[config.mk]
export PLATFORM = sky130hd
export DESIGN_NAME = c2pd_stage
export DESIGN_NICKNAME = d
export VERILOG_FILES = /design/src/hdl/c2pd_pkg.sv /design/src/hdl/c2pd_stage.sv
export SDC_FILE = /design/constraint.sdc
export NUM_CORES = 1
export LEC_CHECK = 0
export BUFFER_PORTS_ARGS = -buffer_cell sky130_fd_sc_hd__buf_2
export CORE_ASPECT_RATIO = 1.2
export CORE_MARGIN = 4
export CORE_UTILIZATION = 50
export CTS_CLUSTER_DIAMETER = 30
export DETAILED_ROUTE_END_ITERATION = 10
export GPL_ROUTABILITY_DRIVEN = 0
export PLACE_DENSITY_LB_ADDON = 0.05
export SETUP_SLACK_MARGIN = 0.5
export SLEW_MARGIN = 0
export SYNTH_ARGS = -nofsm -noshare
export SYNTH_HDL_FRONTEND = slang
export SYNTH_SLANG_ARGS = --single-unit
[constraint.sdc]
create_clock -name i_clk -period 8.6 [get_ports i_clk]
set_input_delay 0.86 -clock i_clk [delete_from_list [all_inputs] [get_ports i_clk]]
set_output_delay 0.86 -clock i_clk [all_outputs]
set_load 0.02 [all_outputs]
[src/hdl/c2pd_pkg.sv]
// shared constants, arctangent table and pipeline types for cartesian to polar
// no dependencies
package c2pd_pkg;

    localparam int DATA_WIDTH = 16;
    localparam int ITERATIONS = 16;
    localparam int GUARD_BITS = 16;

    // angle output and accumulator widths (accumulator in 2^-16 degree)
    localparam int ANG_W = 15;
    localparam int Z_W   = ANG_W + 10;
    // cordic datapath, room for gain and the diagonal case
    localparam int CW    = DATA_WIDTH + GUARD_BITS + 3;
    // square root radicand and partial remainder
    localparam int SQ_W  = 2 * DATA_WIDTH;
    localparam int R_W   = DATA_WIDTH + 2;
    // stage index, covers up to 32 stages
    localparam int IDX_W = 5;
    localparam int N_STG = (ITERATIONS > DATA_WIDTH) ? ITERATIONS : DATA_WIDTH;

    localparam logic signed [Z_W-1:0] DEG_90     = Z_W'(90 * 65536);
    localparam logic signed [Z_W-1:0] DEG_180    = Z_W'(180 * 65536);
    localparam logic signed [Z_W-1:0] ROUND_HALF = Z_W'(512);
    localparam logic signed [ANG_W-1:0] HALF_TURN = ANG_W'(11520);
    localparam logic signed [ANG_W:0]   FULL_TURN = (ANG_W + 1)'(23040);

    // atan(2^-i) in degrees, scaled by 2^16, zero past the useful entries
    localparam logic signed [Z_W-1:0] ATAN_TAB [2**IDX_W] = '{
        Z_W'(2949120), Z_W'(1740967), Z_W'(919879), Z_W'(466945),
        Z_W'(234379),  Z_W'(117304),  Z_W'(58666),  Z_W'(29335),
        Z_W'(14668),   Z_W'(7334),    Z_W'(3667),   Z_W'(1833),
        Z_W'(917),     Z_W'(458),     Z_W'(229),    Z_W'(115),
        Z_W'(57),      Z_W'(29),      Z_W'(14),     Z_W'(7),
        Z_W'(4),       Z_W'(2),       Z_W'(1),      Z_W'(0),
        Z_W'(0),       Z_W'(0),       Z_W'(0),      Z_W'(0),
        Z_W'(0),       Z_W'(0),       Z_W'(0),      Z_W'(0)
    };

    typedef struct packed {
        logic origin;
        logic x_zero;
        logic y_zero;
        logic y_neg;
        logic x_pos;
    } t_meta;

    typedef struct packed {
        t_meta                  meta;
        logic signed [CW-1:0]   cx;
        logic signed [CW-1:0]   cy;
        logic signed [Z_W-1:0]  z;
        logic [SQ_W-1:0]        rad;
        logic [DATA_WIDTH-1:0]  root;
        logic [R_W-1:0]         rem;
    } t_stg;

endpackage

[src/hdl/c2pd_stage.sv]
// one pipeline stage: a cordic micro-rotation and one square root digit
// depends on c2pd_pkg, stage index comes in as a tied constant
module c2pd_stage (
    input  logic                             i_clk,
    input  logic                             i_rst_n,
    input  logic                             i_en,
    input  logic [c2pd_pkg::IDX_W-1:0]       i_idx,
    input  logic                             i_valid,
    input  c2pd_pkg::t_stg                   i_stg,
    output logic                             o_valid,
    output c2pd_pkg::t_stg                   o_stg
);
    import c2pd_pkg::*;

    logic signed [CW-1:0] w_dx;
    logic signed [CW-1:0] w_dy;
    logic [R_W-1:0]       w_part;
    logic [R_W-1:0]       w_trial;
    logic                 r_valid;
    t_stg                 r_stg;
    t_stg                 n_stg;

    assign w_dx    = i_stg.cy >>> i_idx;
    assign w_dy    = i_stg.cx >>> i_idx;
    // bring down the next two radicand bits, trial is 4q+1
    assign w_part  = {i_stg.rem[R_W-3:0], i_stg.rad[SQ_W-1 -: 2]};
    assign w_trial = {i_stg.root, 2'b01};

    always_comb begin
        n_stg = i_stg;
        if (int'(i_idx) < ITERATIONS) begin
            if (i_stg.cy > 0) begin
                n_stg.cx = i_stg.cx + w_dx;
                n_stg.cy = i_stg.cy - w_dy;
                n_stg.z  = i_stg.z + ATAN_TAB[i_idx];
            end else begin
                n_stg.cx = i_stg.cx - w_dx;
                n_stg.cy = i_stg.cy + w_dy;
                n_stg.z  = i_stg.z - ATAN_TAB[i_idx];
            end
        end
        if (int'(i_idx) < DATA_WIDTH) begin
            n_stg.rad = i_stg.rad << 2;
            if (w_part >= w_trial) begin
                n_stg.rem  = w_part - w_trial;
                n_stg.root = {i_stg.root[DATA_WIDTH-2:0], 1'b1};
            end else begin
                n_stg.rem  = w_part;
                n_stg.root = {i_stg.root[DATA_WIDTH-2:0], 1'b0};
            end
        end
    end

    always_ff @(posedge i_clk) begin
        if (!i_rst_n) begin
            r_valid <= 1'b0;
        end else if (i_en) begin
            r_valid <= i_valid;
        end
    end

    always_ff @(posedge i_clk) begin
        if (i_en) begin
            r_stg <= n_stg;
        end
    end

    assign o_valid = r_valid;
    assign o_stg   = r_stg;

endmodule

After elaboration in Yosys (flattened, before gate mapping) --
Memories as Yosys holds them, arrays and structs flattened. Index checks and enable logic that the tools add are counted.
Word-level totals: bits of input ports 175, flip-flop bits (word level) 167, memories kept 1, logic and storage cells 34, ROM bits 800
Operators by class: magnitude comparators 4, muxes and demuxes 6, add/subtract/negate cells 7, bitwise operators 1, shifts and indexed selects 2
Memory list:
- (no name shown) | depth 32, bits a word 25, rd ports 1, clocked after memory_dff 0, wr ports 0, line c2pd_stage.sv:39 | n_stg.z = i_stg.z - ATAN_TAB[i_idx];
Operators with widths (count):
- $mux 95 | 2
- $add 35x35->35 | 2
- $sshr 35x5->35 | 2
- $sub 35x35->35 | 2
- $mux 66 | 1
- $mux 25 | 2
- $gt 35x1->1 const B | 1
- $add 25x25->25 | 1
- $sub 25x25->25 | 1
- $mux 19 | 1
- $ge 18x18->1 | 1
- $sub 18x18->18 | 1
- $ge 6x6->1 const B | 1
- $not 5->6 | 1
- $lt 5x5->1 const B | 1

Depth between registers and ports, before layout --
word-level depth 7, depth in mapped cells 31, depth with buffers taken out 24

Least setup slack after synthesis --
OpenSTA, ideal clock, no wires.
path kind in2reg, from input port i_idx[2] (netlist bit), to register r_stg, in the netlist o_stg[160], data pin, path buffers 4, setup slack 1.976 ns, stages on the path 24, arrival time 6.355 ns, cell sequence buf_4 buf_4 buf_1 buf_2 mux4_2 mux2_2 a221o_1 a22oi_2 nand3_1 or4_1 nor2_2 a21oi_1 xnor2_1 ha_1 and3_1 a221o_1 a32oi_1 o211ai_1 a221oi_1 o211ai_1 a31oi_1 xnor2_1 nor2_1 xor2_1
RTL lines:
- start: declaration | line c2pd_stage.sv:7 | input logic [c2pd_pkg::IDX_W-1:0] i_idx,
- end signal: assignment | line c2pd_stage.sv:64 | r_stg <= n_stg;
- end: declaration | line c2pd_stage.sv:20 | t_stg r_stg;

==> flow_summary.ini <==
[cts]
tritoncts = built
cts_resized = 0
postCtsSetupBuffers = 0
clock_sinks = 167
clk_latency_ns = 0.47
path_clk_slew_ns = 0.07
hold_buffers = 0
cts_inserted_buffers = 17
htree_levels = 4
ctsRootBufferMaster = clkbuf_16
clockBufferDepth = 2

[timing]
skew_ns = 0
tightest_slew_ns = 1.036
finalSetupViolCount = 0
finalCriticalPeriod_ns = 7.449
period_share_pct = 86.62
maxSlewViolCount = 0
finalHoldViolCount = 0
fin_tns_setup_ns = 0
rsz0062_at_grt = no
fmax_mhz = 134.2
slew-limit-headroom_pct = 30.94

[synth]
synth_top_area_cell = edfxtp_1
netlist_instances = 2144
yosysWarnings = 0
netlist_area_mm2 = 0.01932
synthTopCellsByCount = nand2_1 (244), o21ai_0 (189), edfxtp_1 (166)
synth_top_area_share_pct = 25.81
synthFlopType = edfxtp_1
synth-async-reset-ratio_pct = 0
synth_cell_type_count = 87
yosys-top-cells-area = edfxtp_1 (26%), mux4_2 (9.9%), ha_1 (7.7%), o21ai_0 (4.9%), nand2_1 (4.7%)
synth_nets = 2441
synth.avg_cell_area_um2 = 9.009
synth-edff-count = 166
yosys_register_bits = 167
yosysSeqAreaShare_pct = 25.91
synth_most_common_cell = nand2_1

[floorplanning]
dieArea_mm2 = 0.04185
start_util_pct = 50.88
die_h_um = 223.3
pin_count = 342
core_area_mm2 = 0.03796
rows = 78
die_w_um = 187.4

[routing]
vias = 18510
drt-pass1-iter-count = 8
drt_wl_total_mm = 64.21
highest_layer = met4
drc = 0
viasPerCell = 6.388
m1WireLength_mm = 25.20
routedWlPerCell_um = 22.17
wl_met2_mm = 30.60
ant_nets = 0
drtIter0Drc = 2061
wl_met3_mm = 5.706

[grt]
grt_pass1_wl_mm = 99.11
grt.overflow.total = 0
grt_max_degree = 108
first_global_vias = 17750
grt_util_all_layers_pct = 29.50
antenna_found_initial = 2

[placement]
io_buffers = 341
placed_area_mm2 = 0.02116
dpl.hpwl_mm = 48.73

[pwr]
power_per_cell_area_mw_per_mm2 = 166.0
total_power_mw = 3.609
ir_drop_mv = 0.1359
p_leak_nw = 9.126

[finish]
nets = 2699
drive_gt1_share_pct = 23.81
fillCellCount = 3465
design_area_mm2 = 0.02174
area_growth_pct = 12.57

[critical_path]
startpoint = i_idx[1]
endpoint_kind = flop
rr_startpoint = o_valid
arrival_ns = 7.64
path_max_fanout = 75
start_kind = input port
crit_type = input port to flop
cp.required_ns = 8.79

[min_path]
min_from = o_valid
hold_class = flop to flop

[run_status]
status = completed

[run]
drv_cap = 0
==> path summary, 6_finish.rpt <==
path | to | slack [ns] | depth (start not counted)
max | o_stg[160] | 1.15 | 23
min | o_valid | 0.53 | 2
max reg2reg | o_valid | 8.00 | 2
min reg2reg | o_valid | 0.53 | 2
==> worst max-delay path: stages <==
cell,delay (ns)
buf_4,0.72
buf_4,0.42
mux2i_1,0.39
mux2_2,0.22
a21oi_1,0.08
a221oi_1,0.62
ha_1,0.29
and2_1,0.21
nor4b_2,0.45
nand2b_1,0.22
o21ai_0,0.25
xor2_1,0.17
ha_1,0.29
and3_1,0.21
a221o_1,0.41
a32oi_1,0.28
o211ai_1,0.16
a221oi_1,0.53
o211ai_1,0.14
a31oi_1,0.23
xnor2_1,0.14
nor2_1,0.07
xor2_1,0.17
==> metal layers <==
layer | vias to the layer above | GRT usage, %
met3 | 195 | 6.260
met1 | 8711 | 37.20
met5 | - | 0
met4 | 0 | 12.91
li1 | 8631 | -
met2 | 969 | 49.06
==> cell usage in the layout (no fill, tap or decap), types with 71 or more instances in the layout <==
| cell | count |
|---|---|
| buf_2 | 336 |
| nand2_1 | 244 |
| o21ai_0 | 189 |
| edfxtp_1 | 166 |
| a21oi_1 | 151 |
| nor2_1 | 142 |
| ha_1 | 119 |
| xnor2_1 | 97 |
| mux4_2 | 85 |
| inv_1 | 71 |
| mux2_2 | 71 |
==> per-stage QoR <==
stage                     hold slack, ns  cells  util, %  worst slack [ns]
final                             0.5326   2897    57.28             1.151
after global routing              0.5521   2897    57.28            0.8020
after CTS                         0.5374   2895    57.26             1.404
after detailed placement          0.5228   2863    55.75            0.8997
after global placement            0.4966   2863    55.75             1.128
after floorplan                   0.5893   2144        -             1.976
==> power by group <==
part           internal, mW  total (mW)  leakage (nW)  switching, mW
clock network         0.428       0.783         0.281          0.355
registers              1.04        1.07          1.63         0.0255
logic                 0.693        1.76          7.22           1.07
total                  2.16        3.61          9.13           1.45
==> logic make-up after synthesis <==
kind of cell	count (synthesis)	synth area share (%)
flip-flops	167	25.91
XOR/XNOR	165	7.482
AND/OR/NAND/NOR	631	15.29
buffers and inverters	201	4.942
multiplexers	226	17.71
AO/OA/AOI/OAI	632	20.65
adder cells (fa/ha/maj)	122	8.019
==> state kept, by name, summed over array words and instances (netlist names) <==
signal,cells
o_stg,166
o_valid,1
==> area by class of cell <==
| type | instances | area (µm²) | share of cell area, % |
|---|---|---|---|
| clock buffer | 17 | 425.4 | 1.956 |
| inverter | 73 | 274.0 | 1.260 |
| clock inverter | 15 | 150.1 | 0.6905 |
| multi-input combinational | 1776 | 13360 | 61.44 |
| antenna | 2 | 5.005 | 0.02302 |
| sequential | 167 | 5005 | 23.02 |
| timing repair buffer | 367 | 1926 | 8.856 |
| tap | 480 | 600.6 | 2.762 |
(Power assumes the default switching activity.)
