## src/hdl/c2pd_pkg.sv

```systemverilog
// shared constants, arctangent table and pipeline types for cartesian to polar
// no dependencies
package c2pd_pkg;

    localparam int DATA_WIDTH = 16;
    localparam int ITERATIONS = 16;
    localparam int GUARD_BITS = 16;

    // angle output and accumulator widths (accumulator in 2^-16 degree)
    localparam int ANG_W = 15;
    localparam int Z_W   = ANG_W + 10;
    // cordic datapath, room for gain and the diagonal case
    localparam int CW    = DATA_WIDTH + GUARD_BITS + 3;
    // square root radicand and partial remainder
    localparam int SQ_W  = 2 * DATA_WIDTH;
    localparam int R_W   = DATA_WIDTH + 2;
    // stage index, covers up to 32 stages
    localparam int IDX_W = 5;
    localparam int N_STG = (ITERATIONS > DATA_WIDTH) ? ITERATIONS : DATA_WIDTH;

    localparam logic signed [Z_W-1:0] DEG_90     = Z_W'(90 * 65536);
    localparam logic signed [Z_W-1:0] DEG_180    = Z_W'(180 * 65536);
    localparam logic signed [Z_W-1:0] ROUND_HALF = Z_W'(512);
    localparam logic signed [ANG_W-1:0] HALF_TURN = ANG_W'(11520);
    localparam logic signed [ANG_W:0]   FULL_TURN = (ANG_W + 1)'(23040);

    // atan(2^-i) in degrees, scaled by 2^16, zero past the useful entries
    localparam logic signed [Z_W-1:0] ATAN_TAB [2**IDX_W] = '{
        Z_W'(2949120), Z_W'(1740967), Z_W'(919879), Z_W'(466945),
        Z_W'(234379),  Z_W'(117304),  Z_W'(58666),  Z_W'(29335),
        Z_W'(14668),   Z_W'(7334),    Z_W'(3667),   Z_W'(1833),
        Z_W'(917),     Z_W'(458),     Z_W'(229),    Z_W'(115),
        Z_W'(57),      Z_W'(29),      Z_W'(14),     Z_W'(7),
        Z_W'(4),       Z_W'(2),       Z_W'(1),      Z_W'(0),
        Z_W'(0),       Z_W'(0),       Z_W'(0),      Z_W'(0),
        Z_W'(0),       Z_W'(0),       Z_W'(0),      Z_W'(0)
    };

    typedef struct packed {
        logic origin;
        logic x_zero;
        logic y_zero;
        logic y_neg;
        logic x_pos;
    } t_meta;

    typedef struct packed {
        t_meta                  meta;
        logic signed [CW-1:0]   cx;
        logic signed [CW-1:0]   cy;
        logic signed [Z_W-1:0]  z;
        logic [SQ_W-1:0]        rad;
        logic [DATA_WIDTH-1:0]  root;
        logic [R_W-1:0]         rem;
    } t_stg;

endpackage

```

## src/hdl/c2pd_post.sv

```systemverilog
// back end: clamp, quadrant mapping, rounding to 1/64 degree, magnitude rounding
// combinational, depends on c2pd_pkg
module c2pd_post (
    input  c2pd_pkg::t_stg                   i_stg,
    output logic [c2pd_pkg::DATA_WIDTH-1:0]  o_magnitude,
    output logic signed [c2pd_pkg::ANG_W-1:0] o_angle,
    output logic                             o_origin_error
);
    import c2pd_pkg::*;

    logic signed [Z_W-1:0]   w_clamp;
    logic signed [Z_W-1:0]   w_phi;
    logic signed [Z_W-1:0]   w_ang;
    logic signed [Z_W-1:0]   w_sum;
    logic signed [ANG_W-1:0] w_r;
    logic signed [ANG_W:0]   w_wrap;
    logic [DATA_WIDTH-1:0]   w_mag;

    always_comb begin
        priority if (i_stg.z < 0) begin
            w_clamp = '0;
        end else if (i_stg.z > DEG_90) begin
            w_clamp = DEG_90;
        end else begin
            w_clamp = i_stg.z;
        end
    end

    // points on an axis are exact
    always_comb begin
        priority if (i_stg.meta.x_zero) begin
            w_phi = '0;
        end else if (i_stg.meta.y_zero) begin
            w_phi = DEG_90;
        end else begin
            w_phi = w_clamp;
        end
    end

    always_comb begin
        unique case ({i_stg.meta.y_neg, i_stg.meta.x_pos})
            2'b00:   w_ang = w_phi;
            2'b01:   w_ang = -w_phi;
            2'b10:   w_ang = DEG_180 - w_phi;
            default: w_ang = w_phi - DEG_180;
        endcase
    end

    assign w_sum  = w_ang + ROUND_HALF;
    assign w_r    = w_sum[Z_W-1:10];
    assign w_wrap = {w_r[ANG_W-1], w_r} - FULL_TURN;
    // round(sqrt) from floor root: bump when remainder exceeds root
    assign w_mag  = i_stg.root + DATA_WIDTH'(i_stg.rem > R_W'(i_stg.root));

    always_comb begin
        if (i_stg.meta.origin) begin
            o_magnitude    = '0;
            o_angle        = '0;
            o_origin_error = 1'b1;
        end else begin
            o_magnitude    = w_mag;
            o_angle        = (w_r >= HALF_TURN) ? w_wrap[ANG_W-1:0] : w_r;
            o_origin_error = 1'b0;
        end
    end

endmodule

```

## config.mk

```make
export PLATFORM = sky130hd
export DESIGN_NAME = c2pd_post
export DESIGN_NICKNAME = d
export VERILOG_FILES = /design/src/hdl/c2pd_pkg.sv /design/src/hdl/c2pd_post.sv
export SDC_FILE = /design/constraint.sdc
export NUM_CORES = 1
export LEC_CHECK = 0
export BUFFER_PORTS_ARGS = -buffer_cell sky130_fd_sc_hd__buf_2
export CELL_PAD_IN_SITES_DETAIL_PLACEMENT = 2
export CELL_PAD_IN_SITES_GLOBAL_PLACEMENT = 2
export CORE_ASPECT_RATIO = 0.75
export CORE_MARGIN = 5
export CORE_UTILIZATION = 21
export DETAILED_ROUTE_END_ITERATION = 8
export PLACE_DENSITY = 0.95
export SYNTH_ARGS = -nofsm -noshare
export SYNTH_HDL_FRONTEND = slang
export SYNTH_SLANG_ARGS = --single-unit
```

## constraint.sdc

```tcl
create_clock -name vclk -period 8.19
set_input_delay 0 -clock vclk [all_inputs]
set_output_delay 0 -clock vclk [all_outputs]
set_load 0.02 [all_outputs]
```

* Yosys cells after proc, flatten, opt, wreduce, memory -nomap -nowiden
Index checks and enable logic that the tools add are counted.
** Cells by class
- $add $sub $neg :: 6
- Magnitude comparators :: 4
- Equality and inequality tests :: 2
- Mux-type cells :: 9
- Reduce and logical (&&, ||, !) cells :: 1
** Operator list (number)
- 25-bit 2-to-1 mux :: 4
- 25-bit case mux with 3 select lines :: 1
- 15-bit 2-to-1 mux :: 2
- 25-bit by 11-bit adder with 25-bit output (second input constant) :: 1
- 25-bit by 24-bit greater-than comparator with 1-bit output (second input constant) :: 1
- 25-bit by 1-bit less-than comparator with 1-bit output (second input constant) :: 1
- 25-bit negation :: 1
- 25-bit subtractor (first input constant) :: 1
- 25-bit subtractor (second input constant) :: 1
- 18-bit by 16-bit greater-than comparator with 1-bit output :: 1
- 16-bit by 1-bit adder with 16-bit output :: 1
- 16-bit 2-to-1 mux :: 1
- 15-bit >= comparator (second input constant) :: 1
- 15-bit subtractor (second input constant) :: 1
- 2-bit by 1-bit equality test with 1-bit output (second input constant) :: 1
- 2-bit equality test (second input constant) :: 1
- 2-bit zero test :: 1
- 1-bit 2-to-1 mux :: 1
** Word-level totals
- Bits in registers :: 0
- Input bits :: 166
- Output and inout port bits :: 32
- Logic and storage cells :: 22

* Depth between registers and ports, before layout
- Depth after elaboration :: 11
- Depth in mapped cells :: 20
- Depth with buffers taken out :: 20

* Least setup slack after synthesis
No wires, ideal clock.
- Path type :: in2out
- From :: input i_stg[77] (netlist name)
- To :: output o_angle[9] (netlist name)
- Arrival time :: 4448 ps
- Required time :: 8190 ps
- Slack :: 3742 ps
- Cell stages on the path :: 19
- Buffers on the path :: 2
- Cell sequence :: buf_2 > nor4_4 > nand4_2 > o21ai_2 > nand2_2 > clkbuf_1 > nor2_1 > ha_1 > nand2_1 > or4_1 > o22ai_1 > a41oi_2 > xnor2_1 > nand3_1 > a2111o_1 > or4_1 > o2111a_1 > nor3_2 > mux2_1
** On the way
- Cells in the longest elaborated chain, start to end :: 11
- Elaborated cells on any way between the ends :: 15
- Classes of those cells :: add/sub: 5; order compare: 3; mux: 7
** RTL lines
- start: declaration :: RTL line c2pd_post.sv:4 : input c2pd_pkg::t_stg i_stg,
- 25-bit by 24-bit greater-than comparator with 1-bit output :: RTL line c2pd_post.sv:22 : end else if (i_stg.z > DEG_90) begin
- 25-bit 2-to-1 mux :: RTL line c2pd_post.sv:22
- 25-bit 2-to-1 mux (*) :: RTL line c2pd_post.sv:20 : priority if (i_stg.z < 0) begin
- 25-bit 2-to-1 mux (*) :: RTL line c2pd_post.sv:33 : end else if (i_stg.meta.y_zero) begin
- 25-bit 2-to-1 mux (*) :: RTL line c2pd_post.sv:31 : priority if (i_stg.meta.x_zero) begin
- 25-bit subtractor, or another cell as far along :: RTL line c2pd_post.sv:45 : default: w_ang = w_phi - DEG_180;
- 25-bit case mux with 3 select lines (*) :: RTL line c2pd_post.sv:41 : unique case ({i_stg.meta.y_neg, i_stg.meta.x_pos})
- 25-bit by 11-bit adder with 25-bit output (*) :: RTL line c2pd_post.sv:49 : assign w_sum = w_ang + ROUND_HALF;
- 15-bit subtractor or 15-bit >= comparator (tied branches) :: RTL line c2pd_post.sv:51, c2pd_post.sv:62
- 15-bit 2-to-1 mux (*) :: RTL line c2pd_post.sv:62 : o_angle = (w_r >= HALF_TURN) ? w_wrap[ANG_W-1:0] : w_r;
- 15-bit 2-to-1 mux (*) :: RTL line c2pd_post.sv:56 : if (i_stg.meta.origin) begin
- end: declaration :: RTL line c2pd_post.sv:6 : output logic signed [c2pd_pkg::ANG_W-1:0] o_angle,
Mark *: on every way between the ends. The rest lies on a longest branch, timed or not.

* Final worst setup path
- From :: input i_stg[66] (netlist name)
- To :: output o_angle[9] (netlist name)
Same word-level chain as after synthesis.

==> metrics.yaml <==
hold_viol: 0
max_freq_mhz: 185
synth_top_area_share_pct: 11.9
grt_pass1_vias: 3815
ys_seq_area_share_pct: 0
place.gp.congestion: 0.863
avgSynthCellArea_um2: 6.72
ys_warn_count: 0
rows: 35
peakVddDrop_mv: 0.0146
cap_violations: 0
layout-drive-gt1-share_pct: 27.5
status: "complete, no violations"
relSlewSlack_pct: 50.6
min-delay-start: "i_stg[33]"
fin_setup_tns_ns: 0
grt_usage_pct: 15.5
period_share_pct: 66.0
cp-end-kind: "output pin"
finalWorstSetupSlack_ns: 2.78
yosys.cell_types.count: 76
n_fill_cell: 1549
die_area_mm2: 0.0148
crit_path_max_fanout: 16
rsz0062_at_grt: "false"
wl_per_cell_um: 18.9
drt_first_pass_iters: 4
syn_to_final_growth_pct: 23.8
seq_area_um2: 0
post-route-drc-count: 0
vias_per_cell: 5.32
tightest_slew_ns: 0.735
place_area_mm2: 0.00325
boundaryPins: 198
synthTopCellsByCount: "nor2_1 (50), inv_1 (31), ha_1 (25)"
syn_nets: 581
report.final.slew_viol_count: 0
die_x_um: 139
vias: 3397
antenna_found_initial: 0
whs_ns: 0.401
holdCritPathClass: "input pin to output pin"
placedCellCount: 639
min_to: "o_magnitude[15]"
cts_hold_buf: 0
grt_overflow: 0
utilization_pct: 26.5
crit_type: "input pin to output pin"
grt_pass1_wl_um: 19700
io_buffer_count: 96
postCtsResizedCells: 0
nets: 666
synth.area.top_cells: "ha_1 (12%), nor2_1 (7.2%), xnor2_1 (6.7%)"
core_mm2: 0.0123
grt_start_max_net_pins: 35
setup_viol: 0
post-cts-setup-buffers: 0
synth_area_leader_cell: "ha_1"
start_util_pct: 21.4
hpwlAfterDp_um: 10400
layout.cells.non_filler: 639
num-clock-buffers: 0
syn-cell-area_mm2: 0.00262
yosysMostFrequentCell: "nor2_1"
wirelength_um: 12100
worst_setup_path_start_kind: "input pin"
dp_slack_ns: 2.81
cp.arrival_ns: 5.41
layout_min_cycle_time_ns: 5.41
p_leak_nw: 1.41
postLayoutCellArea_mm2: 0.00325
diodes: 0
syn_inst: 390
min_path_cells: 4
total_power_mw: 0.198
power_density_mw_per_mm2: 61.0
die_h_um: 107
drtIter0Drc: 178
seq_cells: 0
critPathRequiredTime_ns: 8.19
drtAntennaViolNets: 0
## logic make-up (layout without fill, tap and decap cells)
family,Yosys count,after routing,share of synthesized area (%)
compound gates,109,109,29.4
simple gates,172,172,37.6
fa+ha+maj,26,26,12.4
xor+xnor,33,33,11.9
buf+inv,47,130,7.59
mux,3,3,1.19
## layer usage
layer	vias to the layer above	share of wire [%]	track usage [%]
met5	-	0	0
met4	0	1.6	2.30
met3	16	3.7	1.52
met2	73	50	28.8
met1	1684	45	19.8
li1	1624	-	-
## worst max-delay path: stages
cell and delay (ns):
buf_2 0.11, nor4_4 0.36, nand4_2 0.42, o21ai_2 0.45, nand2_2 0.30, nor2_1 0.19
ha_1 0.30, nand2_1 0.12, or4_1 0.41, o22ai_1 0.19, a41oi_2 0.16, xnor2_1 0.28
nand3_1 0.10, a2111o_1 0.45, or4_1 0.57, o2111a_1 0.29, nor3_2 0.20, mux2_1 0.33
buf_2 0.16
## how the worst max path moves through the flow
stage               from          to  slack (ns)  cells after the start
2_1_floorplan  i_stg[77]  o_angle[9]        3.74                     19
3_3_place_gp   i_stg[66]  o_angle[9]        3.06                     19
3_5_place_dp   i_stg[66]  o_angle[9]        2.81                     19
4_1_cts        i_stg[66]  o_angle[9]        2.79                     19
5_1_grt        i_stg[66]  o_angle[9]        2.36                     19
6_report       i_stg[66]  o_angle[9]        2.78                     19
## power breakdown
part	internal, mW	leakage [nW]	switching, mW
combinational	0.0719	1.41	0.126
clock	0	0	0
sequential	0	0	0
## cell type report
cell class	count	area, um^2	area share (%)
tap	166	208	6.40
inverter	32	120	3.70
multi-input combinational	343	2420	74.6
timing repair buffer	98	495	15.3
## cell usage in the layout (no fill, tap or decap), types with 14 or more instances in the layout
cell and n:
nor2_1 50, a21oi_1 24, nor3_1 14, nand2_1 19, inv_1 31, ha_1 25, buf_2 96, o21ai_0 15
nand3_1 23, xnor2_1 20
(Power assumes the default switching activity.)
