<file path="src/hdl/c2pd_pkg.sv">
// shared constants, arctangent table and pipeline types for cartesian to polar
// no dependencies
package c2pd_pkg;

    localparam int DATA_WIDTH = 16;
    localparam int ITERATIONS = 16;
    localparam int GUARD_BITS = 16;

    // angle output and accumulator widths (accumulator in 2^-16 degree)
    localparam int ANG_W = 15;
    localparam int Z_W   = ANG_W + 10;
    // cordic datapath, room for gain and the diagonal case
    localparam int CW    = DATA_WIDTH + GUARD_BITS + 3;
    // square root radicand and partial remainder
    localparam int SQ_W  = 2 * DATA_WIDTH;
    localparam int R_W   = DATA_WIDTH + 2;
    // stage index, covers up to 32 stages
    localparam int IDX_W = 5;
    localparam int N_STG = (ITERATIONS > DATA_WIDTH) ? ITERATIONS : DATA_WIDTH;

    localparam logic signed [Z_W-1:0] DEG_90     = Z_W'(90 * 65536);
    localparam logic signed [Z_W-1:0] DEG_180    = Z_W'(180 * 65536);
    localparam logic signed [Z_W-1:0] ROUND_HALF = Z_W'(512);
    localparam logic signed [ANG_W-1:0] HALF_TURN = ANG_W'(11520);
    localparam logic signed [ANG_W:0]   FULL_TURN = (ANG_W + 1)'(23040);

    // atan(2^-i) in degrees, scaled by 2^16, zero past the useful entries
    localparam logic signed [Z_W-1:0] ATAN_TAB [2**IDX_W] = '{
        Z_W'(2949120), Z_W'(1740967), Z_W'(919879), Z_W'(466945),
        Z_W'(234379),  Z_W'(117304),  Z_W'(58666),  Z_W'(29335),
        Z_W'(14668),   Z_W'(7334),    Z_W'(3667),   Z_W'(1833),
        Z_W'(917),     Z_W'(458),     Z_W'(229),    Z_W'(115),
        Z_W'(57),      Z_W'(29),      Z_W'(14),     Z_W'(7),
        Z_W'(4),       Z_W'(2),       Z_W'(1),      Z_W'(0),
        Z_W'(0),       Z_W'(0),       Z_W'(0),      Z_W'(0),
        Z_W'(0),       Z_W'(0),       Z_W'(0),      Z_W'(0)
    };

    typedef struct packed {
        logic origin;
        logic x_zero;
        logic y_zero;
        logic y_neg;
        logic x_pos;
    } t_meta;

    typedef struct packed {
        t_meta                  meta;
        logic signed [CW-1:0]   cx;
        logic signed [CW-1:0]   cy;
        logic signed [Z_W-1:0]  z;
        logic [SQ_W-1:0]        rad;
        logic [DATA_WIDTH-1:0]  root;
        logic [R_W-1:0]         rem;
    } t_stg;

endpackage

</file>
<file path="src/hdl/c2pd_prep.sv">
// front end: squares, absolute values, special case flags, cordic start values
// two register stages, depends on c2pd_pkg
module c2pd_prep (
    input  logic                                   i_clk,
    input  logic                                   i_rst_n,
    input  logic                                   i_en,
    input  logic                                   i_valid,
    input  logic signed [c2pd_pkg::DATA_WIDTH-1:0] i_x,
    input  logic signed [c2pd_pkg::DATA_WIDTH-1:0] i_y,
    output logic                                   o_valid,
    output c2pd_pkg::t_stg                         o_stg
);
    import c2pd_pkg::*;

    logic signed [SQ_W-1:0]  w_xx;
    logic signed [SQ_W-1:0]  w_yy;
    logic [DATA_WIDTH-1:0]   w_xu;
    logic [DATA_WIDTH-1:0]   w_yu;
    logic [DATA_WIDTH-1:0]   w_a;
    logic [DATA_WIDTH-1:0]   w_b;
    t_meta                   w_meta;

    logic                    r_v1;
    logic [SQ_W-1:0]         r_xx;
    logic [SQ_W-1:0]         r_yy;
    logic [DATA_WIDTH-1:0]   r_a;
    logic [DATA_WIDTH-1:0]   r_b;
    t_meta                   r_meta;
    logic                    r_v2;
    t_stg                    r_stg;
    t_stg                    n_stg;

    assign w_xx = i_x * i_x;
    assign w_yy = i_y * i_y;
    assign w_xu = i_x;
    assign w_yu = i_y;
    // cordic works on |y| (real axis) and |x| (imaginary axis)
    assign w_a  = w_yu[DATA_WIDTH-1] ? -w_yu : w_yu;
    assign w_b  = w_xu[DATA_WIDTH-1] ? -w_xu : w_xu;

    always_comb begin
        w_meta.x_zero = (i_x == '0);
        w_meta.y_zero = (i_y == '0);
        w_meta.origin = w_meta.x_zero && w_meta.y_zero;
        w_meta.y_neg  = i_y[DATA_WIDTH-1];
        w_meta.x_pos  = !i_x[DATA_WIDTH-1] && !w_meta.x_zero;
    end

    always_comb begin
        n_stg      = '0;
        n_stg.meta = r_meta;
        n_stg.cx   = CW'({r_a, {GUARD_BITS{1'b0}}});
        n_stg.cy   = CW'({r_b, {GUARD_BITS{1'b0}}});
        n_stg.rad  = r_xx + r_yy;
    end

    always_ff @(posedge i_clk) begin
        if (!i_rst_n) begin
            r_v1 <= 1'b0;
            r_v2 <= 1'b0;
        end else if (i_en) begin
            r_v1 <= i_valid;
            r_v2 <= r_v1;
        end
    end

    always_ff @(posedge i_clk) begin
        if (i_en) begin
            r_xx   <= w_xx;
            r_yy   <= w_yy;
            r_a    <= w_a;
            r_b    <= w_b;
            r_meta <= w_meta;
            r_stg  <= n_stg;
        end
    end

    assign o_valid = r_v2;
    assign o_stg   = r_stg;

endmodule

</file>
<file path="config.mk">
export PLATFORM = sky130hd
export DESIGN_NAME = c2pd_prep
export DESIGN_NICKNAME = d
export VERILOG_FILES = /design/src/hdl/c2pd_pkg.sv /design/src/hdl/c2pd_prep.sv
export SDC_FILE = /design/constraint.sdc
export NUM_CORES = 1
export LEC_CHECK = 0
export BUFFER_PORTS_ARGS = -buffer_cell sky130_fd_sc_hd__buf_2
export CAP_MARGIN = 15
export CORE_MARGIN = 5
export CORE_UTILIZATION = 25
export CTS_CLUSTER_SIZE = 14
export DETAILED_ROUTE_END_ITERATION = 12
export MAX_ROUTING_LAYER = met4
export PLACE_DENSITY = 0.38
export SLEW_MARGIN = 20
export SYNTH_ARGS = -nofsm -noshare
export SYNTH_HDL_FRONTEND = slang
export SYNTH_SLANG_ARGS = --single-unit
</file>
<file path="constraint.sdc">
create_clock -name i_clk -period 14.55 [get_ports i_clk]
set_input_delay 1.455 -clock i_clk [delete_from_list [all_inputs] [get_ports i_clk]]
set_output_delay 1.455 -clock i_clk [all_outputs]
set_load 0.03 [all_outputs]
</file>
After elaboration in Yosys (flattened, before gate mapping)
Cells that the tools add are included.
{"block": "totals", "ff_bits": 172, "in_bits": 36, "wordCells": 34}
{"block": "op_classes", "addsub": 3, "multipliers": 2, "n_mux": 2, "reduce_logical": 6}
{"op": "16-bit by 16-bit multiplier with 32-bit output", "count": 2}
{"op": "32-bit adder", "count": 1}
{"op": "16-bit logical NOT", "count": 2}
{"op": "16-bit negator", "count": 2}
{"op": "15-bit two-way mux", "count": 2}
{"op": "1-bit logical AND", "count": 2}
{"op": "1-bit logical NOT", "count": 2}

Longest topological paths before layout
Gate-level depths: netlist of run 1.
{"block": "depth", "ltp_word": 3, "depth_mapped": 26, "ltp_nobuf": 25}

Least setup slack after synthesis of run 1
OpenSTA, ideal clock, no wires.
{"block": "synth_path", "kind": "input-to-reg", "startpoint": "input port i_x[15] in the netlist's numbering", "endpoint": "register r_xx[30] (data pin)", "t_arrival_ns": 7.533, "slack_ns": 6.759, "stages": 25, "n_path_buf": 2, "path_cell_list": "inv_1 > clkbuf_1 > buf_1 > nor2_1 > fa_1 > inv_1 > fa_1 > fa_1 > inv_1 > fa_1 > fa_1 > inv_1 > fa_1 > inv_1 > ha_1 > a21o_1 > a21o_1 > a21oi_2 > nor2b_1 > a2111oi_0 > nor2_2 > o41ai_4 > o2111ai_1 > a21oi_1 > xnor2_1"}
{"block": "synth_between", "elab_chain_len": 1}
{"element": "start: declaration", "line_no": "c2pd_prep.sv:8", "text": "input logic signed [c2pd_pkg::DATA_WIDTH-1:0] i_x,"}
{"element": "16-bit by 16-bit multiplier with 32-bit output", "line_no": "c2pd_prep.sv:33", "text": "assign w_xx = i_x * i_x;"}
{"element": "via w_xx[30]", "line_no": "c2pd_prep.sv:15", "text": "logic signed [SQ_W-1:0] w_xx;"}
{"element": "end signal: assignment", "line_no": "c2pd_prep.sv:69", "text": "r_xx <= w_xx;"}
{"element": "end: declaration", "line_no": "c2pd_prep.sv:24", "text": "logic [SQ_W-1:0] r_xx;"}
The timed path passes the listed nets, and every way through them passes these cells.
A chain may end at the register's enable or synchronous reset.

Worst setup path after layout of run 1
Ends and elaborated chain as after synthesis.

==> metrics.md, run 1 <==
| Metric | Value |
|---|---|
| Status | `complete, no violations` |
| Die height | `327.5 um` |
| Post-synthesis instance area | `25210 um^2` |
| First-pass DRT Iterations | `4` |
| Count of final hold-check violations | `0` |
| Clock latency on the worst-skew pair | `490 ps` |
| Average instance area after synthesis | `10.27 um^2` |
| Die Wd | `327.5 um` |
| Largest driver fanout on the critical path | `29` |
| Number of buffers inserted during clock tree synthesis | `17` |
| Core region area | `100100 um^2` |
| Die Area | `107300 um^2` |
| Antenna-violating nets left | `0` |
| Number of library cell types mapped by synthesis | `61` |
| Arrival time of data at the critical path endpoint | `8500 ps` |
| Top cell type by total area after synthesis | `sky130_fd_sc_hd__fa_1` |
| Filler Cell Count | `10590` |
| Via density | `4.120` |
| Relative slew margins | `33.07%` |
| Synth Flop Type | `sky130_fd_sc_hd__edfxtp_1` |
| Final TNS setup | `0 ps` |
| Fraction of synthesis flops using an asynchronous set or reset pin | `0%` |
| Global placer's final weighted congestion | `0.8050` |
| Final Max Slew Viols | `0` |
| Hold buffer count at cts | `0` |
| PostCTS Resize Cnt | `0` |
| Final routed wire length divided by cell count | `15.39 um` |
| Half-perimeter wire length of the detailed placement result | `48200 um` |
| Slew at the pin closest to its max-slew limit | `995.5 ps` |
| Overall global routing resource usage | `11.89%` |
| Largest net degree at the start of global routing | `67` |
| Number of synthesized register bits | `168` |
| Class of the most critical setup path | `in2reg` |
| Setup Buffers After CTS | `0` |
| Minimum period implied by the final worst setup slack | `8258 ps` |
| Final-report setup violation count | `0` |
| Number of violations of the max-capacitance limit | `0` |
| Clock Skew | `11.89 ps` |
| Initial antenna violation count | `0` |
| CTS root buf | `sky130_fd_sc_hd__clkbuf_16` |
| Slowest cell on the critical path | `sky130_fd_sc_hd__inv_1` |
| Initial cell density of the core | `25.17%` |
| Number of sinks driven by the clock tree | `168` |
| Sequential cell area | `5025 um^2` |
| Area of combinational cells with multiple inputs | `17220 um^2` |
| Leftover overflow at the end of global routing | `0` |
| Cell-by-cell trace of the critical path | `buf_2, inv_1, nor2_1, fa_1, inv_1, fa_1, fa_1, inv_1, fa_1, fa_1, inv_1, fa_1, inv_1, ha_1, a21o_1, a21o_1, a21oi_2, nor2b_1, a2111oi_0, nor2_2, o41ai_4, o2111ai_1, a21oi_1, xnor2_1` |
| Worst Path Required | `14800 ps` |
| Clock Path Buffers | `2` |
| Post-layout nets | `3245` |
| Count of buffers inserted at the top-level ports | `105` |
| Critical path's most frequent cell | `sky130_fd_sc_hd__fa_1` |
| Portion of the clock cycle consumed by the worst path in the final layout | `56.76%` |
| Row cnt | `116` |
| 1st-iter DRT viols | `635` |
| Commonest cells after routing, fill and taps aside | `sky130_fd_sc_hd__inv_1, sky130_fd_sc_hd__fa_1, sky130_fd_sc_hd__ha_1` |
| I/O pin cnt | `203` |
| Number of global-route vias before repair | `18200` |
| H-tree depth | `4` |
| Post-synth EDFFs | `166` |
| Post-CTS clock slew at the launch and capture registers of the worst setup and hold paths | `70 ps` |
| Final wirelength | `59040 um` |
| Largest cells by area after synthesis | `sky130_fd_sc_hd__fa_1, sky130_fd_sc_hd__edfxtp_1, sky130_fd_sc_hd__ha_1` |
| Fraction of post-synthesis cell area in the top cell type by area | `37.25%` |
| Syn. warnings | `0` |
| Post-layout utilization of the core | `27.36%` |
| Synth-to-Final Area Change | `8.701%` |
| Commonest non-fill, non-tap cell in the layout | `sky130_fd_sc_hd__inv_1` |
| F_max | `0.1211 GHz` |
| RSZ-0062 raised after global routing | `false` |
| Sequential share of the synthesized area | `19.93%` |
| Critical Path Source Type | `primary input` |
| DRC errors left | `0` |
| Crit path largest cell delay | `590 ps` |
| TritonCTS clock tree | `built` |
| Number of diodes | `0` |
| Worst min-delay path class | `reg2reg` |
| Sort of element at the end of the critical path | `flop` |
| Wire length of the first global-routing pass | `97100 um` |
| Fraction of layout cells with a size suffix above 1 | `6.583%` |
| Synthesized netlist cell count | `2455` |
| Total via count after detailed routing | `15800` |
==> metrics by stage <==
stage | instances | instance area [um^2] | setup slack (ps) | hold slack, ps
finish | 3835 | 27400 | 6292 | 411.8
global route | 3835 | 27400 | 5733 | 419.4
CTS | 3835 | 27400 | 6254 | 411.1
detailed placement | 3803 | 26810 | 5682 | 404.5
global placement | 3803 | 26810 | 5825 | 404.0
floorplan | 2551 | 25570 | 6759 | 400.3
==> cell usage after synthesis (3+ instances only) <==
| cell | number |
|---|---|
| sky130_fd_sc_hd__nor2b_1 | 12 |
| sky130_fd_sc_hd__o211ai_1 | 3 |
| sky130_fd_sc_hd__nor3_1 | 24 |
| sky130_fd_sc_hd__a31o_2 | 9 |
| sky130_fd_sc_hd__nand4_1 | 5 |
| sky130_fd_sc_hd__o31ai_1 | 7 |
| sky130_fd_sc_hd__xnor2_1 | 117 |
| sky130_fd_sc_hd__mux2i_1 | 4 |
| sky130_fd_sc_hd__a211oi_1 | 5 |
| sky130_fd_sc_hd__a21o_1 | 32 |
| sky130_fd_sc_hd__nand2b_1 | 8 |
| sky130_fd_sc_hd__and3_1 | 9 |
| sky130_fd_sc_hd__nor2_1 | 122 |
| sky130_fd_sc_hd__a31oi_1 | 8 |
| sky130_fd_sc_hd__ha_1 | 216 |
| sky130_fd_sc_hd__inv_1 | 623 |
| sky130_fd_sc_hd__o21a_1 | 16 |
| sky130_fd_sc_hd__nand2_1 | 188 |
| sky130_fd_sc_hd__clkbuf_1 | 49 |
| sky130_fd_sc_hd__or2_2 | 3 |
| sky130_fd_sc_hd__a41o_1 | 3 |
| sky130_fd_sc_hd__and2_1 | 58 |
| sky130_fd_sc_hd__edfxtp_1 | 166 |
| sky130_fd_sc_hd__o41ai_1 | 4 |
| sky130_fd_sc_hd__buf_4 | 97 |
| sky130_fd_sc_hd__xor2_1 | 25 |
| sky130_fd_sc_hd__clkinv_1 | 7 |
| sky130_fd_sc_hd__fa_1 | 469 |
| sky130_fd_sc_hd__o21bai_1 | 13 |
| sky130_fd_sc_hd__or3_1 | 4 |
| sky130_fd_sc_hd__nand3_1 | 13 |
| sky130_fd_sc_hd__nor4_1 | 3 |
| sky130_fd_sc_hd__o21ai_0 | 20 |
| sky130_fd_sc_hd__o21ai_1 | 9 |
| sky130_fd_sc_hd__or4_1 | 4 |
| sky130_fd_sc_hd__a21oi_1 | 57 |
| sky130_fd_sc_hd__buf_1 | 10 |
| sky130_fd_sc_hd__a21oi_2 | 5 |
==> per-layer routing <==
| metal | vias up | part of all wire [%] | GRT usage [%] |
|---|---|---|---|
| met5 | - | 0 | - |
| li1 | 7409 | - | - |
| met1 | 8150 | 44 | 14.75 |
| met3 | 27 | 3.0 | 1.676 |
| met2 | 215 | 52 | 20.79 |
| met4 | 0 | 1.2 | 2.479 |
==> worst max-delay path: cells and delay by family <==
kind            cells  cell delay, ps
fa+ha+maj           7            3160
simple gates        3             630
compound gates      7            1860
xor+xnor            1              80
buf+inv             6            1310
==> flip-flops by register name, indices dropped and copies added (netlist names) <==
signal   flops
o_stg       69
r_xx        31
r_yy        31
r_a         15
r_b         15
n_stg        5
o_valid      1
r_v1         1
==> kinds of logic after synthesis <==
| family | after synthesis | synth area share, % |
|---|---|---|
| adder cells (fa/ha/maj) | 685 | 47.97 |
| AO/OA/AOI/OAI | 204 | 5.480 |
| AND/OR/NAND/NOR | 463 | 8.334 |
| XOR/XNOR | 142 | 4.934 |
| flip-flops | 168 | 19.93 |
| other | 1 | 0.01488 |
| multiplexers | 4 | 0.1588 |
| buffers and inverters | 788 | 13.18 |
==> layout make-up <==
class / instances / share of cell area (%)
Clock buffer: 17 / 1.553
Clock inverter: 15 / 0.5890
Inverter: 632 / 8.658
Multi-Input combinational cell: 1595 / 62.85
Sequential cell: 168 / 18.34
Tap cell: 1298 / 5.927
Timing Repair Buffer: 110 / 2.087
==> worst paths after layout <==
check	startpoint	end	slack [ps]	depth (start not counted)
worst max register to register	r_xx[3]	o_stg[65]	11220	11
worst max-delay path	i_x[15]	r_xx[30]	6290	24
worst min register to register	r_a[5]	o_stg[147]	410	0
worst min-delay path	r_a[5]	o_stg[147]	410	0
Power of run 1 is left out: the tool's default activity adds up to more than one toggle a clock period on the data nets, which glitch-free logic cannot reach.
==> run 2, diff against run 1 <==
--- a/config.mk
+++ b/config.mk
@@ -5,6 +5,7 @@
 export SDC_FILE = /design/constraint.sdc
 export NUM_CORES = 1
 export LEC_CHECK = 0
+export ABC_AREA = 1
 export BUFFER_PORTS_ARGS = -buffer_cell sky130_fd_sc_hd__buf_2
 export CAP_MARGIN = 15
 export CORE_MARGIN = 5
@@ -12,7 +13,7 @@
 export CTS_CLUSTER_SIZE = 14
 export DETAILED_ROUTE_END_ITERATION = 12
 export MAX_ROUTING_LAYER = met4
-export PLACE_DENSITY = 0.38
+export PLACE_DENSITY = 0.39
 export SLEW_MARGIN = 20
 export SYNTH_ARGS = -nofsm -noshare
 export SYNTH_HDL_FRONTEND = slang
==> constraint.sdc (replaced) <==
create_clock -name i_clk -period 6.9 [get_ports i_clk]
set_input_delay 0.69 -clock i_clk [delete_from_list [all_inputs] [get_ports i_clk]]
set_output_delay 0.69 -clock i_clk [all_outputs]
set_load 0.03 [all_outputs]
==> run 2 against run 1 <==
Against the previous run: area after synthesis increased by 12%; non-clock buffer count rose by 24; via count rose by 26%; first-iteration DRC count rose by 70%; register-to-register slack got worse by 6700 ps; synthesized cell count increased by 37%; final area is 12% higher; clock skew rose by 9.8 ps; sequential share of layout area shrank 2.0 points; hold slack got worse by 10 ps; critical path type unchanged; largest cell class unchanged.
==> metrics.md, run 2 <==
| Metric | Value |
|---|---|
| Status | `complete, no violations (unchanged)` |
| Number of library cell types mapped by synthesis | `42 (was 61)` |
| TritonCTS clock tree | `built (unchanged)` |
| Clock Path Buffers | `2 (unchanged)` |
| Row cnt | `123 (was 116)` |
| Clock latency on the worst-skew pair | `510 ps (was 490 ps)` |
| Synthesized netlist cell count | `3364 (was 2455)` |
| Final TNS setup | `0 ps (unchanged)` |
| Top delay family on crit path | `adder cells (unchanged)` |
| Post-synthesis instance area | `28220 um^2 (was 25210 um^2)` |
| Commonest non-fill, non-tap cell in the layout | `sky130_fd_sc_hd__inv_1 (unchanged)` |
| I/O pin cnt | `203 (unchanged)` |
| Critical path's most frequent cell | `sky130_fd_sc_hd__fa_1 (unchanged)` |
| Final wirelength | `76230 um (was 59040 um)` |
| Leftover overflow at the end of global routing | `0 (unchanged)` |
| Die height | `346.0 um (was 327.5 um)` |
| Crit path buf inv count | `5 (was 6)` |
| Number of violations of the max-capacitance limit | `0 (unchanged)` |
| Cell with the most instances after synthesis | `sky130_fd_sc_hd__inv_1 (unchanged)` |
| Minimum period implied by the final worst setup slack | `6035 ps` |
| Top cell type by total area after synthesis | `sky130_fd_sc_hd__fa_1 (unchanged)` |
| Final routed wire length divided by cell count | `15.38 um (was 15.39 um)` |
| Synth Flop Type | `sky130_fd_sc_hd__edfxtp_1 (unchanged)` |
| Arrival time of data at the critical path endpoint | `6280 ps (was 8500 ps)` |
| Largest cells by area after synthesis | `sky130_fd_sc_hd__fa_1, sky130_fd_sc_hd__edfxtp_1, sky130_fd_sc_hd__inv_1 (was sky130_fd_sc_hd__fa_1, sky130_fd_sc_hd__edfxtp_1, sky130_fd_sc_hd__ha_1)` |
| Largest driver fanout on the critical path | `14 (was 29)` |
| Post-layout nets | `4165 (was 3245)` |
| Die Area | `119700 um^2 (was 107300 um^2)` |
| Global placer's final weighted congestion | `0.8244 (was 0.8050)` |
| Critical Path Source Type | `primary input (unchanged)` |
| Hold buffer count at cts | `0 (unchanged)` |
| Sequential share of the synthesized area | `17.81% (was 19.93%)` |
| Overall global routing resource usage | `13.40% (was 11.89%)` |
| Wire length of the first global-routing pass | `121900 um (was 97100 um)` |
| First-pass DRT Iterations | `5 (was 4)` |
| Core region area | `112300 um^2 (was 100100 um^2)` |
| Average instance area after synthesis | `8.388 um^2 (was 10.27 um^2)` |
| Half-perimeter wire length of the detailed placement result | `66030 um (was 48200 um)` |
| Crit path largest cell delay | `530 ps (was 590 ps)` |
| F_max | `0.1657 GHz` |
| Post-synth EDFFs | `166 (unchanged)` |
| DRC errors left | `0 (unchanged)` |
| Initial antenna violation count | `0 (unchanged)` |
| Class of the most critical setup path | `in2reg (unchanged)` |
| Antenna-violating nets left | `0 (unchanged)` |
| Post-CTS clock slew at the launch and capture registers of the worst setup and hold paths | `90 ps (was 70 ps)` |
| Number of sinks driven by the clock tree | `168 (unchanged)` |
| Slowest cell on the critical path | `sky130_fd_sc_hd__fa_1 (was sky130_fd_sc_hd__inv_1)` |
| Sort of element at the end of the critical path | `flop (unchanged)` |
| Fraction of layout cells with a size suffix above 1 | `6.104% (was 6.583%)` |
| Final-report setup violation count | `0 (unchanged)` |
| List of most frequent post-synthesis cells | `sky130_fd_sc_hd__inv_1, sky130_fd_sc_hd__nand2_1, sky130_fd_sc_hd__fa_1, sky130_fd_sc_hd__ha_1, sky130_fd_sc_hd__edfxtp_1 (was sky130_fd_sc_hd__inv_1, sky130_fd_sc_hd__fa_1, sky130_fd_sc_hd__ha_1, sky130_fd_sc_hd__nand2_1, sky130_fd_sc_hd__edfxtp_1)` |
| Die Wd | `346.0 um (was 327.5 um)` |
| Worst min-delay path class | `reg2reg (unchanged)` |
| Via density | `4.022 (was 4.120)` |
| Number of global-route vias before repair | `21040 (was 18200)` |
| Clock Skew | `21.66 ps (was 11.89 ps)` |
| Synth-to-Final Area Change | `8.903% (was 8.701%)` |
| Fraction of post-synthesis cell area in the top cell type by area | `33.27% (was 37.25%)` |
| Final Max Slew Viols | `0 (unchanged)` |
| Count of buffers inserted at the top-level ports | `105 (unchanged)` |
| CTS root buf | `sky130_fd_sc_hd__clkbuf_16 (unchanged)` |
| Commonest cells after routing, fill and taps aside | `sky130_fd_sc_hd__inv_1, sky130_fd_sc_hd__nand2_1, sky130_fd_sc_hd__fa_1 (was sky130_fd_sc_hd__inv_1, sky130_fd_sc_hd__fa_1, sky130_fd_sc_hd__ha_1)` |
| PostCTS Resize Cnt | `0 (unchanged)` |
| Number of synthesized register bits | `168 (unchanged)` |
| Largest net degree at the start of global routing | `69 (was 67)` |
| Initial cell density of the core | `25.12% (was 25.17%)` |
| 1st-iter DRT viols | `1078 (was 635)` |
| Number of buffers inserted during clock tree synthesis | `17 (unchanged)` |
| Portion of the clock cycle consumed by the worst path in the final layout | `87.47%` |
| Total via count after detailed routing | `19940 (was 15800)` |
| Cell-by-cell trace of the critical path | `buf_2, buf_4, nand2_1, fa_1, fa_1, fa_1, inv_1, fa_1, fa_1, inv_1, fa_1, inv_1, ha_1, nand2_1, nand2_1, a21oi_1, nor2_1, o21ai_0, nand3_1, nand2_1, nand2_1 (was buf_2, inv_1, nor2_1, fa_1, inv_1, fa_1, fa_1, inv_1, fa_1, fa_1, inv_1, fa_1, inv_1, ha_1, a21o_1, a21o_1, a21oi_2, nor2b_1, a2111oi_0, nor2_2, o41ai_4, o2111ai_1, a21oi_1, xnor2_1)` |
| Slew at the pin closest to its max-slew limit | `782.2 ps (was 995.5 ps)` |
| Worst Path Required | `7150 ps (was 14800 ps)` |
| Relative slew margins | `47.68% (was 33.07%)` |
| Setup Buffers After CTS | `0 (unchanged)` |
| H-tree depth | `4 (unchanged)` |
| RSZ-0062 raised after global routing | `false (unchanged)` |
| Flip-flop count of the largest register, all copies and words added | `69 (unchanged)` |
| Syn. warnings | `0 (unchanged)` |
| Count of final hold-check violations | `0 (unchanged)` |
| Fraction of synthesis flops using an asynchronous set or reset pin | `0% (unchanged)` |
[run 2: cell count changes in the layout (fill, tap and decap cells not counted), moves of 30 or more]
cell	before	now
sky130_fd_sc_hd__xor2_1	25	90
sky130_fd_sc_hd__nand4_1	5	35
sky130_fd_sc_hd__and2_1	58	6
sky130_fd_sc_hd__nand3_1	13	108
sky130_fd_sc_hd__inv_1	623	928
sky130_fd_sc_hd__xnor2_1	117	14
sky130_fd_sc_hd__nand2_1	188	792
[run 2: final cells by class]
| type | count | area (um^2) |
|---|---|---|
| fillers | 12350 | 81610 |
| clock inverters | 14 | 163.9 |
| repair buffers | 134 | 752.0 |
| multi-input cells | 2185 | 18960 |
| diodes | 1 | 2.502 |
| flip-flops and latches | 168 | 5025 |
| well taps | 1500 | 1877 |
| clock buffers | 18 | 429.2 |
| inverters | 938 | 3521 |
[run 2: worst paths after layout]
kind | start | end | slack [ps] | depth (start not counted)
max | i_x[3] | r_xx[27] | 860 | 21
min | r_b[2] | o_stg[109] | 400 | 0
max reg2reg | r_yy[18] | o_stg[63] | 4510 | 9
min reg2reg | r_b[2] | o_stg[109] | 400 | 0
[run 2: through the flow]
stage | hold WS, ps | std cells | instance area (um^2) | setup WS, ps | util, %
final | 401.4 | 4958 | 30730 | 864.9 | 27.35
after global routing | 393.3 | 4957 | 30730 | 546.3 | 27.35
after CTS | 360.5 | 4957 | 30730 | 954.9 | 27.35
after detailed placement | 404.5 | 4925 | 30140 | 381.7 | 26.82
after global placement | 400.5 | 4925 | 30140 | 412.7 | 26.82
after floorplan | 400.3 | 3460 | 28580 | 783.2 | -
[run 2: cell families after synthesis]
group / after synthesis / synth area share, %
other: 1 / 0.01329
buffers and inverters: 1107 / 16.28
and+or+nand+nor: 1148 / 16.79
DFF: 168 / 17.81
xor gates and xnor gates: 104 / 3.228
AOI/OAI and AO/OA: 151 / 3.037
adders and majority gates: 685 / 42.85
[run 2: worst reg2reg max path, stage by stage, from the launching register on]
cell and delay (ps):
sky130_fd_sc_hd__edfxtp_1 430, sky130_fd_sc_hd__ha_1 380, sky130_fd_sc_hd__a21oi_1 330, sky130_fd_sc_hd__nor2_1 70
sky130_fd_sc_hd__nor2_1 90, sky130_fd_sc_hd__nand2_1 130, sky130_fd_sc_hd__a21oi_1 320, sky130_fd_sc_hd__nand2_1 90
sky130_fd_sc_hd__nand2_1 70, sky130_fd_sc_hd__nand2_1 180
[run 2: per-layer routing]
metal	share of wire, %	global-route usage [%]
met1	49	18.55
met2	47	21.63
met3	3.2	1.518
met4	0.85	2.255
met5	0	-
Power of run 2 is left out for the same reason.
==> run 3, diff against run 2 <==
--- a/config.mk
+++ b/config.mk
@@ -9,11 +9,11 @@
 export BUFFER_PORTS_ARGS = -buffer_cell sky130_fd_sc_hd__buf_2
 export CAP_MARGIN = 15
 export CORE_MARGIN = 5
-export CORE_UTILIZATION = 25
+export CORE_UTILIZATION = 58
 export CTS_CLUSTER_SIZE = 14
 export DETAILED_ROUTE_END_ITERATION = 12
 export MAX_ROUTING_LAYER = met4
-export PLACE_DENSITY = 0.39
+export PLACE_DENSITY = 0.78
 export SLEW_MARGIN = 20
 export SYNTH_ARGS = -nofsm -noshare
 export SYNTH_HDL_FRONTEND = slang
==> run 3 against run 2 <==
Against the previous run: die area fell by 56%; largest cell class unchanged; critical path depth unchanged; clock-buffer cell count decreased by 1; sequential share of layout area rose by 0.69 points; via count is 2.7% higher; sequential cell count is the same; hold slack better by 19 ps; non-clock buffer count is 16 lower; critical endpoint is now r_xx[31]; register-to-register slack better by 210 ps.
==> metrics.md, run 3 (synthesis gave the netlist of run 2 again) <==
| Metric | Value |
|---|---|
| Number of buffers inserted during clock tree synthesis | `17 (unchanged)` |
| H-tree depth | `4 (unchanged)` |
| Largest net degree at the start of global routing | `88 (was 69)` |
| Portion of the clock cycle consumed by the worst path in the final layout | `87.24% (was 87.47%)` |
| Total via count after detailed routing | `20480 (was 19940)` |
| Worst-case reg-to-reg path depth | `8 (was 9)` |
| Number of logic stages on the critical path including buffering | `21 (unchanged)` |
| Synth-to-Final Area Change | `4.487% (was 8.903%)` |
| Half-perimeter wire length of the detailed placement result | `53910 um (was 66030 um)` |
| Minimum period implied by the final worst setup slack | `6020 ps (was 6035 ps)` |
| Clock Skew | `18.94 ps (was 21.66 ps)` |
| Wire length of the first global-routing pass | `105700 um (was 121900 um)` |
| 1st-iter DRT viols | `1534 (was 1078)` |
| Number of diodes | `0 (was 1)` |
| Die height | `230.6 um (was 346.0 um)` |
| Via density | `5.050 (was 4.022)` |
| First-pass DRT Iterations | `6 (was 5)` |
| PostCTS Resize Cnt | `0 (unchanged)` |
| Final wirelength | `63000 um (was 76230 um)` |
| Largest driver fanout on the critical path | `19 (was 14)` |
| Fraction of layout cells with a size suffix above 1 | `5.725% (was 6.104%)` |
| Final Max Slew Viols | `0 (unchanged)` |
| Final worst slack | `880.2 ps (was 864.9 ps)` |
| Worst R2R End | `o_stg[63] (unchanged)` |
| Row cnt | `80 (was 123)` |
| Final TNS setup | `0 ps (unchanged)` |
| Termination of the worst setup path | `r_xx[31] (was r_xx[27])` |
| Core region area | `47950 um^2 (was 112300 um^2)` |
| Setup Buffers After CTS | `0 (unchanged)` |
| Post-layout nets | `4149 (was 4165)` |
| Clock latency on the worst-skew pair | `470 ps (was 510 ps)` |
| Number of global-route vias before repair | `21240 (was 21040)` |
| Critical path's most frequent cell | `sky130_fd_sc_hd__fa_1 (unchanged)` |
| CTS root buf | `sky130_fd_sc_hd__clkbuf_16 (unchanged)` |
| Initial antenna violation count | `0 (unchanged)` |
| Clock Path Buffers | `2 (unchanged)` |
| Initial cell density of the core | `58.85% (was 25.12%)` |
| Worst setup path start | `i_x[2] (was i_x[3])` |
| Count of buffers inserted at the top-level ports | `105 (unchanged)` |
| Leftover overflow at the end of global routing | `0 (unchanged)` |
| Commonest non-fill, non-tap cell in the layout | `sky130_fd_sc_hd__inv_1 (unchanged)` |
| Count of final hold-check violations | `0 (unchanged)` |
| Status | `complete, no violations (unchanged)` |
| Worst Path Required | `7120 ps (was 7150 ps)` |
| Top delay family on crit path | `adder cells (unchanged)` |
| Overall global routing resource usage | `25.46% (was 13.40%)` |
| Final routed wire length divided by cell count | `15.53 um (was 15.38 um)` |
| Arrival time of data at the critical path endpoint | `6240 ps (was 6280 ps)` |
| F_max | `0.1661 GHz (was 0.1657 GHz)` |
| I/O pin cnt | `203 (unchanged)` |
| Pre-CTS setup slack | `491.3 ps (was 381.7 ps)` |
| Critical Path Source Type | `primary input (unchanged)` |
| Final-report setup violation count | `0 (unchanged)` |
| Post-CTS clock slew at the launch and capture registers of the worst setup and hold paths | `70 ps (was 90 ps)` |
| Crit path buf inv count | `5 (unchanged)` |
| Die Area | `53160 um^2 (was 119700 um^2)` |
| FF-to-FF Start | `r_xx[24] (was r_yy[18])` |
| Flip-flop count of the largest register, all copies and words added | `69 (unchanged)` |
| Filler Cell Count | `4095 (was 12350)` |
| Slowest cell on the critical path | `sky130_fd_sc_hd__fa_1 (unchanged)` |
| Crit path largest cell delay | `860 ps (was 530 ps)` |
| DRC errors left | `0 (unchanged)` |
| Slew at the pin closest to its max-slew limit | `1046 ps (was 782.2 ps)` |
| TritonCTS clock tree | `built (unchanged)` |
| Slack of the worst reg-to-reg path | `4720 ps (was 4510 ps)` |
| RSZ-0062 raised after global routing | `false (unchanged)` |
| Die Wd | `230.6 um (was 346.0 um)` |
| Relative slew margins | `30.28% (was 47.68%)` |
| Number of violations of the max-capacitance limit | `0 (unchanged)` |
| Cell-by-cell trace of the critical path | `buf_2, nand2_1, inv_1, fa_1, fa_1, inv_1, fa_1, fa_1, fa_1, fa_1, inv_1, ha_1, nand2_1, nor2_1, nand3_1, nor3_1, nand2_1, inv_1, nor2_1, nand2_1, nand2_1 (was buf_2, buf_4, nand2_1, fa_1, fa_1, fa_1, inv_1, fa_1, fa_1, inv_1, fa_1, inv_1, ha_1, nand2_1, nand2_1, a21oi_1, nor2_1, o21ai_0, nand3_1, nand2_1, nand2_1)` |
| Commonest cells after routing, fill and taps aside | `sky130_fd_sc_hd__inv_1, sky130_fd_sc_hd__nand2_1, sky130_fd_sc_hd__fa_1 (unchanged)` |
| Worst min-delay path class | `reg2reg (unchanged)` |
| Antenna-violating nets left | `0 (unchanged)` |
| Global placer's final weighted congestion | `0.9402 (was 0.8244)` |
| Hold buffer count at cts | `0 (unchanged)` |
| Class of the most critical setup path | `in2reg (unchanged)` |
| Sort of element at the end of the critical path | `flop (unchanged)` |
| Number of sinks driven by the clock tree | `168 (unchanged)` |
-- run 3: changes by cell type in the layout (fill, tap and decap cells not counted) --
cell                         previous run  this run
sky130_fd_sc_hd__clkinv_8               0         2
sky130_fd_sc_hd__clkinvlp_4             1         4
sky130_fd_sc_hd__clkinv_1               1         0
sky130_fd_sc_hd__buf_6                  0         1
sky130_fd_sc_hd__clkbuf_1               1         0
sky130_fd_sc_hd__clkinv_2               2         0
sky130_fd_sc_hd__inv_6                  1         2
sky130_fd_sc_hd__clkbuf_8               1         0
sky130_fd_sc_hd__bufinv_16              2         0
sky130_fd_sc_hd__diode_2                1         0
sky130_fd_sc_hd__buf_4                 29        13
-- run 3: worst min path at each step --
stage,start,to,slack (ps),depth (start not counted)
floorplan,r_b[1],o_stg[108],400,0
global route,r_a[8],o_stg[150],430,0
CTS,r_a[11],o_stg[153],420,0
detailed placement,r_b[2],o_stg[109],400,0
finish,r_b[3],o_stg[110],420,0
global placement,r_b[3],o_stg[110],400,0
-- run 3: per-layer routing --
layer | part of all wire [%] | up-vias | track usage (%)
met2 | 46 | 722 | 39.88
met1 | 43 | 9819 | 34.43
li1 | - | 9839 | -
met3 | 8.6 | 104 | 4.928
met5 | 0 | - | -
met4 | 2.6 | 0 | 7.174
-- run 3: through the flow --
stage / cell area [um^2] / util, % / hold slack (ps) / cells
finish: 29480 / 61.50 / 420.8 / 4056
global route: 29480 / 61.50 / 427.1 / 4056
global placement: 28910 / 60.29 / 400.1 / 4024
detailed placement: 28910 / 60.29 / 404.5 / 4024
CTS: 29480 / 61.50 / 421.1 / 4056
floorplan: 28580 / - / 400.3 / 3460
-- run 3: worst register-to-register path: cells and delay by family, from the launching register on --
| kind | cells | cell delay (ps) |
|---|---|---|
| simple gates | 7 | 980 |
| fa+ha+maj | 1 | 490 |
| flops | 1 | 420 |
-- run 3: layout make-up --
cell class | instances | area, um^2 | area share [%]
repair buffers | 118 | 629.4 | 2.135
flip-flops and latches | 168 | 5025 | 17.04
clock inverters | 15 | 153.9 | 0.5220
multi-input cells | 2185 | 18960 | 64.31
inverters | 938 | 3521 | 11.94
clock buffers | 17 | 425.4 | 1.443
well taps | 615 | 769.5 | 2.610
Power of run 3 is left out for the same reason.
